==> config.mk <==
export PLATFORM = sky130hd
export DESIGN_NAME = token_match_request_queue
export DESIGN_NICKNAME = d
export VERILOG_FILES = /design/src/rtl/core/tmrq_pkg.sv /design/src/rtl/core/token_match_request_queue.sv
export SDC_FILE = /design/constraint.sdc
export NUM_CORES = 1
export LEC_CHECK = 0
export ABC_AREA = 1
export BUFFER_PORTS_ARGS = -buffer_cell sky130_fd_sc_hd__buf_4
export CAP_MARGIN = 30
export CORE_MARGIN = 2
export CORE_UTILIZATION = 63
export DETAILED_ROUTE_END_ITERATION = 8
export PLACE_DENSITY = 0.8
export SLEW_MARGIN = 40
export SYNTH_ARGS = -nofsm -noshare
export SYNTH_HDL_FRONTEND = slang
export SYNTH_SLANG_ARGS = --single-unit
export TNS_END_PERCENT = 10
==> constraint.sdc <==
create_clock -name clk -period 8.5 [get_ports clk]
set_clock_uncertainty 0.05 [all_clocks]
set_input_delay 0.425 -clock clk [delete_from_list [all_inputs] [get_ports clk]]
set_output_delay 0.425 -clock clk [all_outputs]
set_load 0.01 [all_outputs]
==> src/rtl/core/tmrq_pkg.sv <==
// ----------------------------------------------------------------------------
// Token match request queue package
// Opcodes, status codes and beat layout shared by the queue RTL.
// ----------------------------------------------------------------------------
package tmrq_pkg;

  // Beat layout.
  localparam int OPCODE_BITS = 2;
  localparam int FIELD_BITS  = 8;   // rank and per-type counts on the ports
  localparam int FIELD_TYPES = 4;   // count fields carried on the ports
  localparam int STATUS_BITS = 2;
  localparam int OCC_BITS    = 5;
  localparam int TDATA_BITS  = 48;
  localparam int WIDE_BITS   = 16;  // scratch width for zero extension

  // Opcodes.
  localparam logic [OPCODE_BITS-1:0] OP_APPEND = 2'd0;
  localparam logic [OPCODE_BITS-1:0] OP_SERVE  = 2'd1;
  localparam logic [OPCODE_BITS-1:0] OP_DELETE = 2'd2;
  localparam logic [OPCODE_BITS-1:0] OP_NOP    = 2'd3;

  // Status codes.
  localparam logic [STATUS_BITS-1:0] STAT_OK   = 2'd0;
  localparam logic [STATUS_BITS-1:0] STAT_FULL = 2'd1;
  localparam logic [STATUS_BITS-1:0] STAT_NONE = 2'd2;

endpackage

==> src/rtl/core/token_match_request_queue.sv <==
// ----------------------------------------------------------------------------
// Token match request queue
// Ordered queue of requesters with append, serve-best-match and delete.
// ----------------------------------------------------------------------------
// Usage: one command beat enters on the s_* channel and exactly one result
// beat leaves on the m_* channel. Append adds a requester at the tail, delete
// removes the first entry with a matching rank, and serve scores every entry
// against an available-token vector and removes the earliest entry with the
// highest positive score. Removal moves the entries behind it up by one.
// The queue lives in one synchronous memory (one write and one read port,
// registered read data), so work is sequenced one command at a time:
//   append, no-op, or a serve/delete on an empty queue: the command goes
//   straight to the done state and its result beat is loaded into the output
//   register once that is free. Serve/delete on N entries: a scan with one
//   read per entry, then a score and a compare stage; a miss then goes to the
//   done state. Removing entry k adds compaction (read entry i+1, write it
//   back to i) for every entry behind it.
// s_tready is high whenever no command is in progress, even while a result
// waits on m_*; a stalled receiver only holds the finished result in the
// output register and the next command waits at its end. Reset clears the
// entry count and control state; memory contents are never read unwritten.
// ----------------------------------------------------------------------------
module token_match_request_queue #(
  parameter int QUEUE_DEPTH = 16,
  parameter int TYPES       = 4,
  parameter int COUNT_BITS  = 8,
  parameter int RANK_BITS   = 8
) (
  input  logic                            clk,
  input  logic                            rst,
  input  logic                            s_tvalid,
  output logic                            s_tready,
  // opcode[1:0], rank[9:2], count_0[17:10], count_1[25:18], count_2[33:26],
  // count_3[41:34], zero fill above.
  input  logic [tmrq_pkg::TDATA_BITS-1:0] s_tdata,
  output logic                            m_tvalid,
  input  logic                            m_tready,
  // status[1:0], served_rank[9:2], need_0[17:10], need_1[25:18],
  // need_2[33:26], need_3[41:34], occupancy[46:42], zero fill above.
  output logic [tmrq_pkg::TDATA_BITS-1:0] m_tdata
);

  localparam int IDX_BITS   = (QUEUE_DEPTH > 1) ? $clog2(QUEUE_DEPTH) : 1;
  localparam int CNT_BITS   = $clog2(QUEUE_DEPTH + 1);
  localparam int ENTRY_BITS = RANK_BITS + TYPES * COUNT_BITS;
  localparam int TOP_BITS   = COUNT_BITS + $clog2(TYPES + 1);
  localparam int SCORE_BITS = COUNT_BITS + $clog2(TYPES * (TYPES + 1) + 1);
  localparam int FB         = tmrq_pkg::FIELD_BITS;
  localparam int OB         = tmrq_pkg::OPCODE_BITS;
  localparam int SB         = tmrq_pkg::STATUS_BITS;

  localparam logic [1:0] S_IDLE  = 2'd0;
  localparam logic [1:0] S_SCAN  = 2'd1;
  localparam logic [1:0] S_SHIFT = 2'd2;
  localparam logic [1:0] S_DONE  = 2'd3;

  // Queue storage: rank in the low bits, need of type t above it.
  logic [ENTRY_BITS-1:0] mem [QUEUE_DEPTH];
  logic [ENTRY_BITS-1:0] rdata;

  logic [1:0]            state;
  logic [CNT_BITS-1:0]   count;
  logic [OB-1:0]         op_q;
  logic [RANK_BITS-1:0]  key;
  logic [COUNT_BITS-1:0] avail [TYPES];
  logic [TOP_BITS-1:0]   top_q;

  // Scan pipeline: read issue, score stage, compare stage.
  logic [CNT_BITS-1:0]   scan_rd;
  logic                  p1_valid;
  logic [IDX_BITS-1:0]   p1_idx;
  logic                  p2_valid;
  logic [IDX_BITS-1:0]   p2_idx;
  logic [SCORE_BITS-1:0] p2_score;
  logic                  p2_hit;
  logic [ENTRY_BITS-1:0] p2_entry;
  logic [SCORE_BITS-1:0] best;
  logic [IDX_BITS-1:0]   best_idx;
  logic [ENTRY_BITS-1:0] best_entry;
  logic                  found;

  // Compaction.
  logic [CNT_BITS-1:0]   sh_rd;
  logic [CNT_BITS-1:0]   sh_prev;
  logic                  pend_valid;
  logic [IDX_BITS-1:0]   pend_addr;

  // Finished result waiting for the output register.
  logic [SB-1:0]         res_status;
  logic [ENTRY_BITS-1:0] res_entry;

  // Input decode.
  logic [tmrq_pkg::WIDE_BITS-1:0] in_ext [8];
  logic [COUNT_BITS-1:0]          in_vec [TYPES];
  logic [COUNT_BITS-1:0]          in_max;
  logic [tmrq_pkg::WIDE_BITS-1:0] in_rank_ext;
  logic [OB-1:0]                  in_op;
  logic                           accept;

  // Memory port controls.
  logic                  rd_en;
  logic [IDX_BITS-1:0]   rd_addr;
  logic                  wr_en;
  logic [IDX_BITS-1:0]   wr_addr;
  logic [ENTRY_BITS-1:0] wr_data;
  logic [ENTRY_BITS-1:0] app_entry;

  logic [SCORE_BITS-1:0] cur_score;
  logic                  cur_hit;
  logic                  scan_issue;
  logic                  shift_issue;
  logic                  out_load;

  // Output formatting.
  logic [tmrq_pkg::WIDE_BITS-1:0] out_need [8];
  logic [tmrq_pkg::WIDE_BITS-1:0] out_rank;
  logic [tmrq_pkg::WIDE_BITS-1:0] out_occ;

  assign s_tready = (state == S_IDLE);
  assign accept   = s_tvalid && s_tready;
  assign in_op    = s_tdata[OB-1:0];

  always_comb begin
    in_ext[0] = tmrq_pkg::WIDE_BITS'(s_tdata[OB + FB +: FB]);
    in_ext[1] = tmrq_pkg::WIDE_BITS'(s_tdata[OB + 2 * FB +: FB]);
    in_ext[2] = tmrq_pkg::WIDE_BITS'(s_tdata[OB + 3 * FB +: FB]);
    in_ext[3] = tmrq_pkg::WIDE_BITS'(s_tdata[OB + 4 * FB +: FB]);
    for (int t = tmrq_pkg::FIELD_TYPES; t < 8; t++) begin
      in_ext[t] = '0;
    end
    in_rank_ext = tmrq_pkg::WIDE_BITS'(s_tdata[OB +: FB]);
    in_max = '0;
    app_entry = '0;
    app_entry[RANK_BITS-1:0] = in_rank_ext[RANK_BITS-1:0];
    for (int t = 0; t < TYPES; t++) begin
      in_vec[t] = in_ext[t][COUNT_BITS-1:0];
      if (in_vec[t] > in_max) begin
        in_max = in_vec[t];
      end
      app_entry[RANK_BITS + t * COUNT_BITS +: COUNT_BITS] = in_vec[t];
    end
  end

  // Score of the entry whose read data is arriving this cycle.
  always_comb begin
    logic [COUNT_BITS-1:0] nd;
    logic [COUNT_BITS-1:0] mn;
    cur_score = '0;
    for (int t = 0; t < TYPES; t++) begin
      nd = rdata[RANK_BITS + t * COUNT_BITS +: COUNT_BITS];
      mn = (avail[t] <= nd) ? avail[t] : nd;
      if (avail[t] != '0 && nd != '0) begin
        cur_score = cur_score + SCORE_BITS'(top_q) + SCORE_BITS'(mn);
      end
    end
    cur_hit = (rdata[RANK_BITS-1:0] == key);
  end

  assign scan_issue  = (state == S_SCAN) && (scan_rd < count);
  assign shift_issue = (state == S_SHIFT) && (sh_rd < count);
  assign sh_prev     = sh_rd - CNT_BITS'(1);

  always_comb begin
    rd_en   = scan_issue || shift_issue;
    rd_addr = (state == S_SCAN) ? scan_rd[IDX_BITS-1:0] : sh_rd[IDX_BITS-1:0];
    if (state == S_SHIFT) begin
      wr_en   = pend_valid;
      wr_addr = pend_addr;
      wr_data = rdata;
    end else begin
      wr_en   = accept && (in_op == tmrq_pkg::OP_APPEND) &&
                (count < CNT_BITS'(QUEUE_DEPTH));
      wr_addr = count[IDX_BITS-1:0];
      wr_data = app_entry;
    end
  end

  always_ff @(posedge clk) begin
    if (wr_en) begin
      mem[wr_addr] <= wr_data;
    end
    if (rd_en) begin
      rdata <= mem[rd_addr];
    end
  end

  assign out_load = (state == S_DONE) && (!m_tvalid || m_tready);

  always_ff @(posedge clk) begin
    if (rst) begin
      state      <= S_IDLE;
      count      <= '0;
      p1_valid   <= 1'b0;
      p2_valid   <= 1'b0;
      pend_valid <= 1'b0;
      found      <= 1'b0;
      m_tvalid   <= 1'b0;
    end else begin
      case (state)
        S_IDLE: begin
          if (s_tvalid) begin
            op_q     <= in_op;
            key      <= in_rank_ext[RANK_BITS-1:0];
            avail    <= in_vec;
            top_q    <= TOP_BITS'(in_max) * TOP_BITS'(TYPES);
            best     <= '0;
            found    <= 1'b0;
            scan_rd  <= '0;
            p1_valid <= 1'b0;
            p2_valid <= 1'b0;
            res_entry  <= '0;
            res_status <= tmrq_pkg::STAT_OK;
            case (in_op)
              tmrq_pkg::OP_APPEND: begin
                if (count < CNT_BITS'(QUEUE_DEPTH)) begin
                  count <= count + CNT_BITS'(1);
                end else begin
                  res_status <= tmrq_pkg::STAT_FULL;
                end
                state <= S_DONE;
              end
              tmrq_pkg::OP_SERVE, tmrq_pkg::OP_DELETE: begin
                if (count == '0) begin
                  res_status <= tmrq_pkg::STAT_NONE;
                  state      <= S_DONE;
                end else begin
                  state <= S_SCAN;
                end
              end
              default: begin
                state <= S_DONE;
              end
            endcase
          end
        end
        S_SCAN: begin
          if (scan_issue) begin
            scan_rd <= scan_rd + CNT_BITS'(1);
          end
          p1_valid <= scan_issue;
          p1_idx   <= scan_rd[IDX_BITS-1:0];
          p2_valid <= p1_valid;
          p2_idx   <= p1_idx;
          p2_score <= cur_score;
          p2_hit   <= cur_hit;
          p2_entry <= rdata;
          if (p2_valid) begin
            // Serve keeps the earliest strictly best score; delete keeps
            // the first matching rank.
            if ((op_q == tmrq_pkg::OP_SERVE && p2_score > best) ||
                (op_q == tmrq_pkg::OP_DELETE && p2_hit && !found)) begin
              best       <= p2_score;
              best_idx   <= p2_idx;
              best_entry <= p2_entry;
              found      <= 1'b1;
            end
          end
          if (!scan_issue && !p1_valid && !p2_valid) begin
            if (found) begin
              sh_rd      <= CNT_BITS'(best_idx) + CNT_BITS'(1);
              pend_valid <= 1'b0;
              state      <= S_SHIFT;
            end else begin
              res_status <= tmrq_pkg::STAT_NONE;
              state      <= S_DONE;
            end
          end
        end
        S_SHIFT: begin
          // Read the next entry while writing back the previously read entry one slot lower.
          if (shift_issue) begin
            sh_rd <= sh_rd + CNT_BITS'(1);
          end
          pend_valid <= shift_issue;
          pend_addr  <= sh_prev[IDX_BITS-1:0];
          if (!shift_issue && !pend_valid) begin
            count      <= count - CNT_BITS'(1);
            res_status <= tmrq_pkg::STAT_OK;
            res_entry  <= best_entry;
            state      <= S_DONE;
          end
        end
        S_DONE: begin
          if (out_load) begin
            state <= S_IDLE;
          end
        end
        default: begin
          state <= S_IDLE;
        end
      endcase

      if (out_load) begin
        m_tvalid <= 1'b1;
        m_tdata  <= {{(tmrq_pkg::TDATA_BITS - SB - 5 * FB - tmrq_pkg::OCC_BITS){1'b0}},
                     out_occ[tmrq_pkg::OCC_BITS-1:0],
                     out_need[3][FB-1:0], out_need[2][FB-1:0],
                     out_need[1][FB-1:0], out_need[0][FB-1:0],
                     out_rank[FB-1:0], res_status};
      end else if (m_tready) begin
        m_tvalid <= 1'b0;
      end
    end
  end

  always_comb begin
    for (int t = 0; t < 8; t++) begin
      out_need[t] = '0;
    end
    for (int t = 0; t < TYPES; t++) begin
      out_need[t] = tmrq_pkg::WIDE_BITS'(res_entry[RANK_BITS + t * COUNT_BITS +: COUNT_BITS]);
    end
    out_rank = tmrq_pkg::WIDE_BITS'(res_entry[RANK_BITS-1:0]);
    out_occ  = tmrq_pkg::WIDE_BITS'(count);
  end

  // The entry count never passes the queue depth.
  assert property (@(posedge clk) disable iff (rst)
    count <= CNT_BITS'(QUEUE_DEPTH))
    else $error("queue count exceeds depth");

  // Compaction only runs after a hit and writes below the last valid entry.
  assert property (@(posedge clk) disable iff (rst)
    (state == S_SHIFT) |-> (found && CNT_BITS'(best_idx) < count))
    else $error("compaction without a valid removal target");

  assert property (@(posedge clk) disable iff (rst)
    (state == S_SHIFT && pend_valid) |-> (CNT_BITS'(pend_addr) + CNT_BITS'(1) < count))
    else $error("compaction write outside the queue");

  // The scan read pointer stays within the queue.
  assert property (@(posedge clk) disable iff (rst)
    (state == S_SCAN) |-> (scan_rd <= count))
    else $error("scan pointer past the queue tail");

endmodule

* Word level (Yosys, flattened, before mapping) *
Memory sizes are Yosys's and may differ from the RTL's. A register that Yosys moved wholly into a read port is not among the register bits.
Index checks and enable logic that the tools add are counted.

storage, ports and cells
  memories = 1
  word-level logic and storage cells = 197
  output and inout port bits = 50
  bits in writable memories = 640
  input port bits = 52
  latch bits = 0
  register bits after elaboration = 284
  bits in read-only memories = 0

memories
  name  words  bits a word  read ports  clocked after Yosys merged registers in  write ports  RTL line                         source
  mem   16     40           1           1                                        1            token_match_request_queue.sv:58  logic [ENTRY_BITS-1:0] mem [QUEUE_DEPTH];

cells by class
  bitwise logic cells = 1
  multipliers = 0
  add/sub/neg operators = 13
  order comparisons = 12
  reduce and logical (&&, ||, !) cells = 58
  divide/modulo/power cells = 0
  shift operators = 0
  multiplexer cells = 64
  eq/ne operators = 20

operator list
  cell                                                              count
  40-bit two-way mux                                                3
  40-bit case mux with 2 select lines                               1
  13-bit two-way mux                                                6
  8-bit two-way mux                                                 8
  8-bit nonzero test                                                8
  5-bit two-way mux                                                 9
  13-bit by 10-bit adder with 13-bit output                         3
  13-bit by 8-bit adder with 13-bit output                          3
  8-bit less-or-equal comparator                                    4
  5-bit case mux with 2 select lines                                3
  13-bit case mux with 2 select lines                               1
  8-bit > comparator                                                3
  2-bit two-way mux                                                 11
  4-bit AND reduction                                               5
  1-bit logical AND                                                 16
  5-bit by 1-bit adder with 5-bit output (second input constant)    3
  5-bit AND reduction                                               3
  2-bit != test (second input constant)                             7
  13-bit > comparator                                               1
  1-bit two-way mux                                                 12
  10-bit by 8-bit adder with 11-bit output                          1
  11-bit two-way mux                                                1
  5-bit less-than comparator                                        2
  2-bit by 1-bit != test with 1-bit output (second input constant)  5
  24 further kinds                                                  49

* Logic depth before layout (Yosys ltp) *
  depth after elaboration = 13
  depth in mapped cells = 51
  depth with buffers taken out = 50

* Least setup slack after synthesis *
OpenSTA, ideal clock, no wires.

  kind = reg2reg
  start = reg rdata[15] (read register of mem)
  end = reg p2_score[12] (data pin)
  setup time = 254 ps
  stages on the path, launching flop included = 44
  buffers on the path = 1
  setup slack = 1474 ps
  arrival = 6722 ps
  period minus slack after synthesis = 7026 ps
  data required time = 8196 ps
  cell sequence = edfxtp_1 -> inv_1 -> ha_1 -> a21o_1 -> nor2_1 -> nand2_1 -> nand2_1 -> clkbuf_1 -> nand2_1 -> o21ai_0 -> ha_1 -> nand3_1 -> nand3_1 -> or2_2 -> nand3_1 -> fa_1 -> inv_1 -> ha_1 -> (+8 left out) -> nand2_1 -> nor3_1 -> a21oi_1 -> xor2_1 -> nand2_1 -> nand2_1 -> fa_1 -> inv_1 -> ha_1 -> inv_1 -> nor3_1 -> nand3_1 -> nand3_1 -> nand2_1 -> nand2_1 -> nand3_1 -> nand2_1 -> nand2_1

between the ends
  word-level cells in the longest chain between the ends = 13
  elaborated cells on any way between the ends = 15
  classes of those cells = 7 x add/sub; 1 x order compare; 5 x mux; 2 x reduce/logical

ends and longest elaborated chain
  element                                    RTL line                          source
  start, declared                            token_match_request_queue.sv:59   logic [ENTRY_BITS-1:0] rdata;
  8-bit less-or-equal comparator             token_match_request_queue.sv:151  mn = (avail[t] <= nd) ? avail[t] : nd;
  8-bit two-way mux                          token_match_request_queue.sv:151
  10-bit by 8-bit adder with 11-bit output   token_match_request_queue.sv:153  cur_score = cur_score + SCORE_BITS'(top_q) + SCORE_BITS'(mn);
  11-bit two-way mux *                       token_match_request_queue.sv:152  if (avail[t] != '0 && nd != '0) begin
  13-bit by 10-bit adder with 13-bit output  token_match_request_queue.sv:153
  13-bit by 8-bit adder with 13-bit output   token_match_request_queue.sv:153
  13-bit two-way mux *                       token_match_request_queue.sv:152
  13-bit by 10-bit adder with 13-bit output  token_match_request_queue.sv:153
  13-bit by 8-bit adder with 13-bit output   token_match_request_queue.sv:153
  13-bit two-way mux *                       token_match_request_queue.sv:152
  13-bit by 10-bit adder with 13-bit output  token_match_request_queue.sv:153
  13-bit by 8-bit adder with 13-bit output   token_match_request_queue.sv:153
  13-bit two-way mux *                       token_match_request_queue.sv:152
  via cur_score[12]                          token_match_request_queue.sv:108  logic [SCORE_BITS-1:0] cur_score;
  end signal, assigned                       token_match_request_queue.sv:244  p2_score <= cur_score;
  end, declared                              token_match_request_queue.sv:74   logic [SCORE_BITS-1:0] p2_score;

Mark *: on every way through the listed nets, which the timed path passes. The rest lies on a longest branch.
A chain may end at the register's enable or synchronous reset.

* Final worst setup path *
  start = reg rdata[15] (read register of mem)
  end = reg p2_score[8] (data pin)

The elaborated chain is that of the path after synthesis.

==> flow_summary.json <==
{
  "final_weighted_congestion_in_routability_driven_placement": 0.945,
  "netlist_top_cells_area": "sky130_fd_sc_hd__edfxtp_1 66%, sky130_fd_sc_hd__inv_1 5.3%, sky130_fd_sc_hd__nand2_1 5.2%",
  "grt_start_max_net_pins": 236,
  "timing.max_slew.rel_slack": 0.424,
  "synth_top_cell_area_share": 0.661,
  "status": "completed",
  "max_cap_viol_count": 0,
  "achievable-frequency_mhz": 127,
  "synthesis.yosys.warnings": 0,
  "synth.yosys.seq_area_share": 0.666,
  "commonest_register_cell_after_synthesis": "sky130_fd_sc_hd__edfxtp_1",
  "clock_insertion_delay_worst_skew_ps": 670,
  "timing.critical_path.to_type": "register",
  "synth_simple_gate_area_share": 0.104,
  "tightestPinTransition_ps": 864,
  "setup-violations-final": 0,
  "library_cell_contributing_the_largest_single_delay_on_the_critical_path": "sky130_fd_sc_hd__fa_1",
  "globalRouteTotalUtil": 0.292,
  "totalWireLength_um": 103000,
  "mappedNetlistNets": 3959,
  "nNetsFinal": 4101,
  "place.detailed.hpwl_um": 60800,
  "grt_first_pass_wirelength_um": 155000,
  "synth_area_um2": 43300,
  "antenna_found_initial": 5,
  "clock_tree_from_tritoncts": "yes",
  "top_level_ports": 102,
  "finish.instance_area_um2": 48700,
  "critical-path-max-stage-delay_ps": 520,
  "clock_sinks": 964,
  "root_buffer": "sky130_fd_sc_hd__clkbuf_16",
  "period_minus_slack_ps": 7890,
  "layout-drive-gt1-share": 0.0926,
  "synth_area_in_adders": 0.0498,
  "floorplan.core_area_um2": 68300,
  "die_area_um2": 70800,
  "hold_path.class": "in -> reg",
  "placementRows": 96,
  "viasPerCell": 5.86,
  "grt-ovfl-total": 0,
  "chipHeight_um": 266,
  "muxShareOfSynthArea": 0,
  "detailedRoute.firstIterationViolations": 3175,
  "worst_setup_path_start_kind": "register",
  "synth_compound_area_frac": 0.0993,
  "first_global_vias": 27300,
  "synth-xor-area-share": 0.00729,
  "synth_top_cell_by_area": "sky130_fd_sc_hd__edfxtp_1",
  "synthMostInstantiatedCell": "sky130_fd_sc_hd__edfxtp_1",
  "route.detailed.wl_per_inst_um": 21.2,
  "floorplan.initialDensity": 0.633,
  "route.detailed.drc": 0,
  "detail_route.first_pass.iterations": 5,
  "dpl-instance-area_um2": 45000,
  "vias": 28400,
  "htree_levels": 3,
  "part_of_the_cycle_the_worst_path_needs": 0.928,
  "detail-route-antenna-nets": 0,
  "synthArstFlopShare": 0,
  "critPathArrivalTime_ps": 8240,
  "postSynthAreaPerCell_um2": 11.5,
  "cts_max_path_bufs": 3,
  "synth.cells.most_frequent": "952 x sky130_fd_sc_hd__edfxtp_1, 606 x sky130_fd_sc_hd__inv_1, 605 x sky130_fd_sc_hd__nand2_1",
  "slew_violations": 0,
  "path_max_fanout": 14,
  "final-hold-violation-count": 0,
  "ys_seq_elements": 964,
  "synth_enable_flop_cells": 952,
  "main_combinational_cell_family_by_area_after_synthesis": "simple AND/OR/NAND/NOR gates",
  "clkSlewWorstSetupHoldPaths_ps": 60,
  "count_of_different_cell_masters_after_synthesis": 47,
  "cts-buffers-inserted": 92,
  "critical_path_class": "reg -> reg",
  "areaGrowthSynthToFinish_pct": 12.5,
  "io_buf_count": 94,
  "fp.dieW_um": 266,
  "synth_cells": 3748,
  "critPathRequiredTime_ps": 8850
}
==> timing repair <==
action	4_1_cts	5_1_grt
hold buffers	43	0
endpoints found under the hold margin	43	0
setup buffers	0	1
endpoints found under the setup margin	0	5
gates resized for setup	0	10
==> final timing paths <==
check                              from                      end  slack [ps]  cells past startpoint
hold reg to reg   p2_entry[3]$_DFFE_PP_  best_entry[3]$_DFFE_PP_         360                      0
hold / removal                 m_tready    m_tvalid$_SDFFE_PP0P_          70                      4
setup reg to reg    rdata[15]$_DFFE_PP_    p2_score[8]$_DFFE_PP_         610                     38
setup / recovery    rdata[15]$_DFFE_PP_    p2_score[8]$_DFFE_PP_         610                     38
==> layout by cell type (no fill, tap or decap), drive strengths merged, types with 8 or more instances in the layout <==
master | synthesis | layout
a21oi | 273 | 273
buf | 115 | 166
bufinv | 0 | 13
clkbuf | 46 | 110
clkinv | 2 | 39
clkinvlp | 0 | 8
dfxtp | 12 | 12
dlygate4sd3 | 0 | 43
edfxtp | 952 | 952
fa | 22 | 22
ha | 137 | 137
inv | 607 | 608
nand2 | 606 | 606
nand3 | 307 | 307
nand4 | 23 | 23
nor2 | 96 | 96
nor3 | 11 | 11
o211ai | 139 | 139
o21ai | 302 | 302
o221ai | 14 | 14
or2 | 9 | 9
xnor2 | 18 | 18
xor2 | 18 | 18
==> stage by stage <==
step                      cells  setup slack [ps]  utilization  hold slack, ps  TNS, ps
after floorplan            3748              1470            -             350        0
after global placement     4632               365        0.658             350        0
after detailed placement   4632               333        0.658             355        0
after CTS                  4844               316        0.710            51.1        0
after global routing       4848             -26.8        0.712            79.9    -26.8
final                      4849               609        0.712            68.1        0
==> kinds of logic (layout without fill, tap and decap cells) <==
family | count (synthesis) | count (layout)
xor+xnor | 36 | 36
flops | 964 | 964
simple gates | 1064 | 1064
buf+inv | 770 | 987
fa+ha+maj | 159 | 159
other cells | 1 | 3
compound gates | 754 | 754
==> per-layer routing <==
metal | routed length (µm) | GRT usage | up-vias
met5 | 13 | 0 | -
li1 | - | - | 13300
met2 | 49900 | 0.481 | 1334
met1 | 39800 | 0.390 | 13500
met3 | 9680 | 0.0489 | 251
met4 | 3410 | 0.122 | 2
==> sequential cells by signal, summed over array words and instances (netlist names), 8 cells and up <==
signal,cells
mem,640
m_tdata,47
best_entry,40
p2_entry,40
rdata,40
res_entry,40
avail,32
best,13
p2_score,13
key,8
top_q,8
==> critical path, delay by kind of cell, from the launching register on <==
family,cells,cell delay [ps]
adders and majority gates,9,3480
and+or+nand+nor,14,1440
AOI/OAI and AO/OA,6,1390
buffers and inverters,7,450
xor gates and xnor gates,2,400
DFF,1,390
==> layout make-up <==
type                       count  area [µm²]
timing repair buffer         209        1760
antenna                        2        5.00
sequential                   964       28800
tap                          882        1100
fill                        4426       19700
clock buffer                 110        2420
multi-input combinational   2014       11600
clock inverter                59         721
inverter                     609        2290
Power is not shown: default switching activity piles up to over one toggle a cycle in this logic, so the estimate is an artifact.
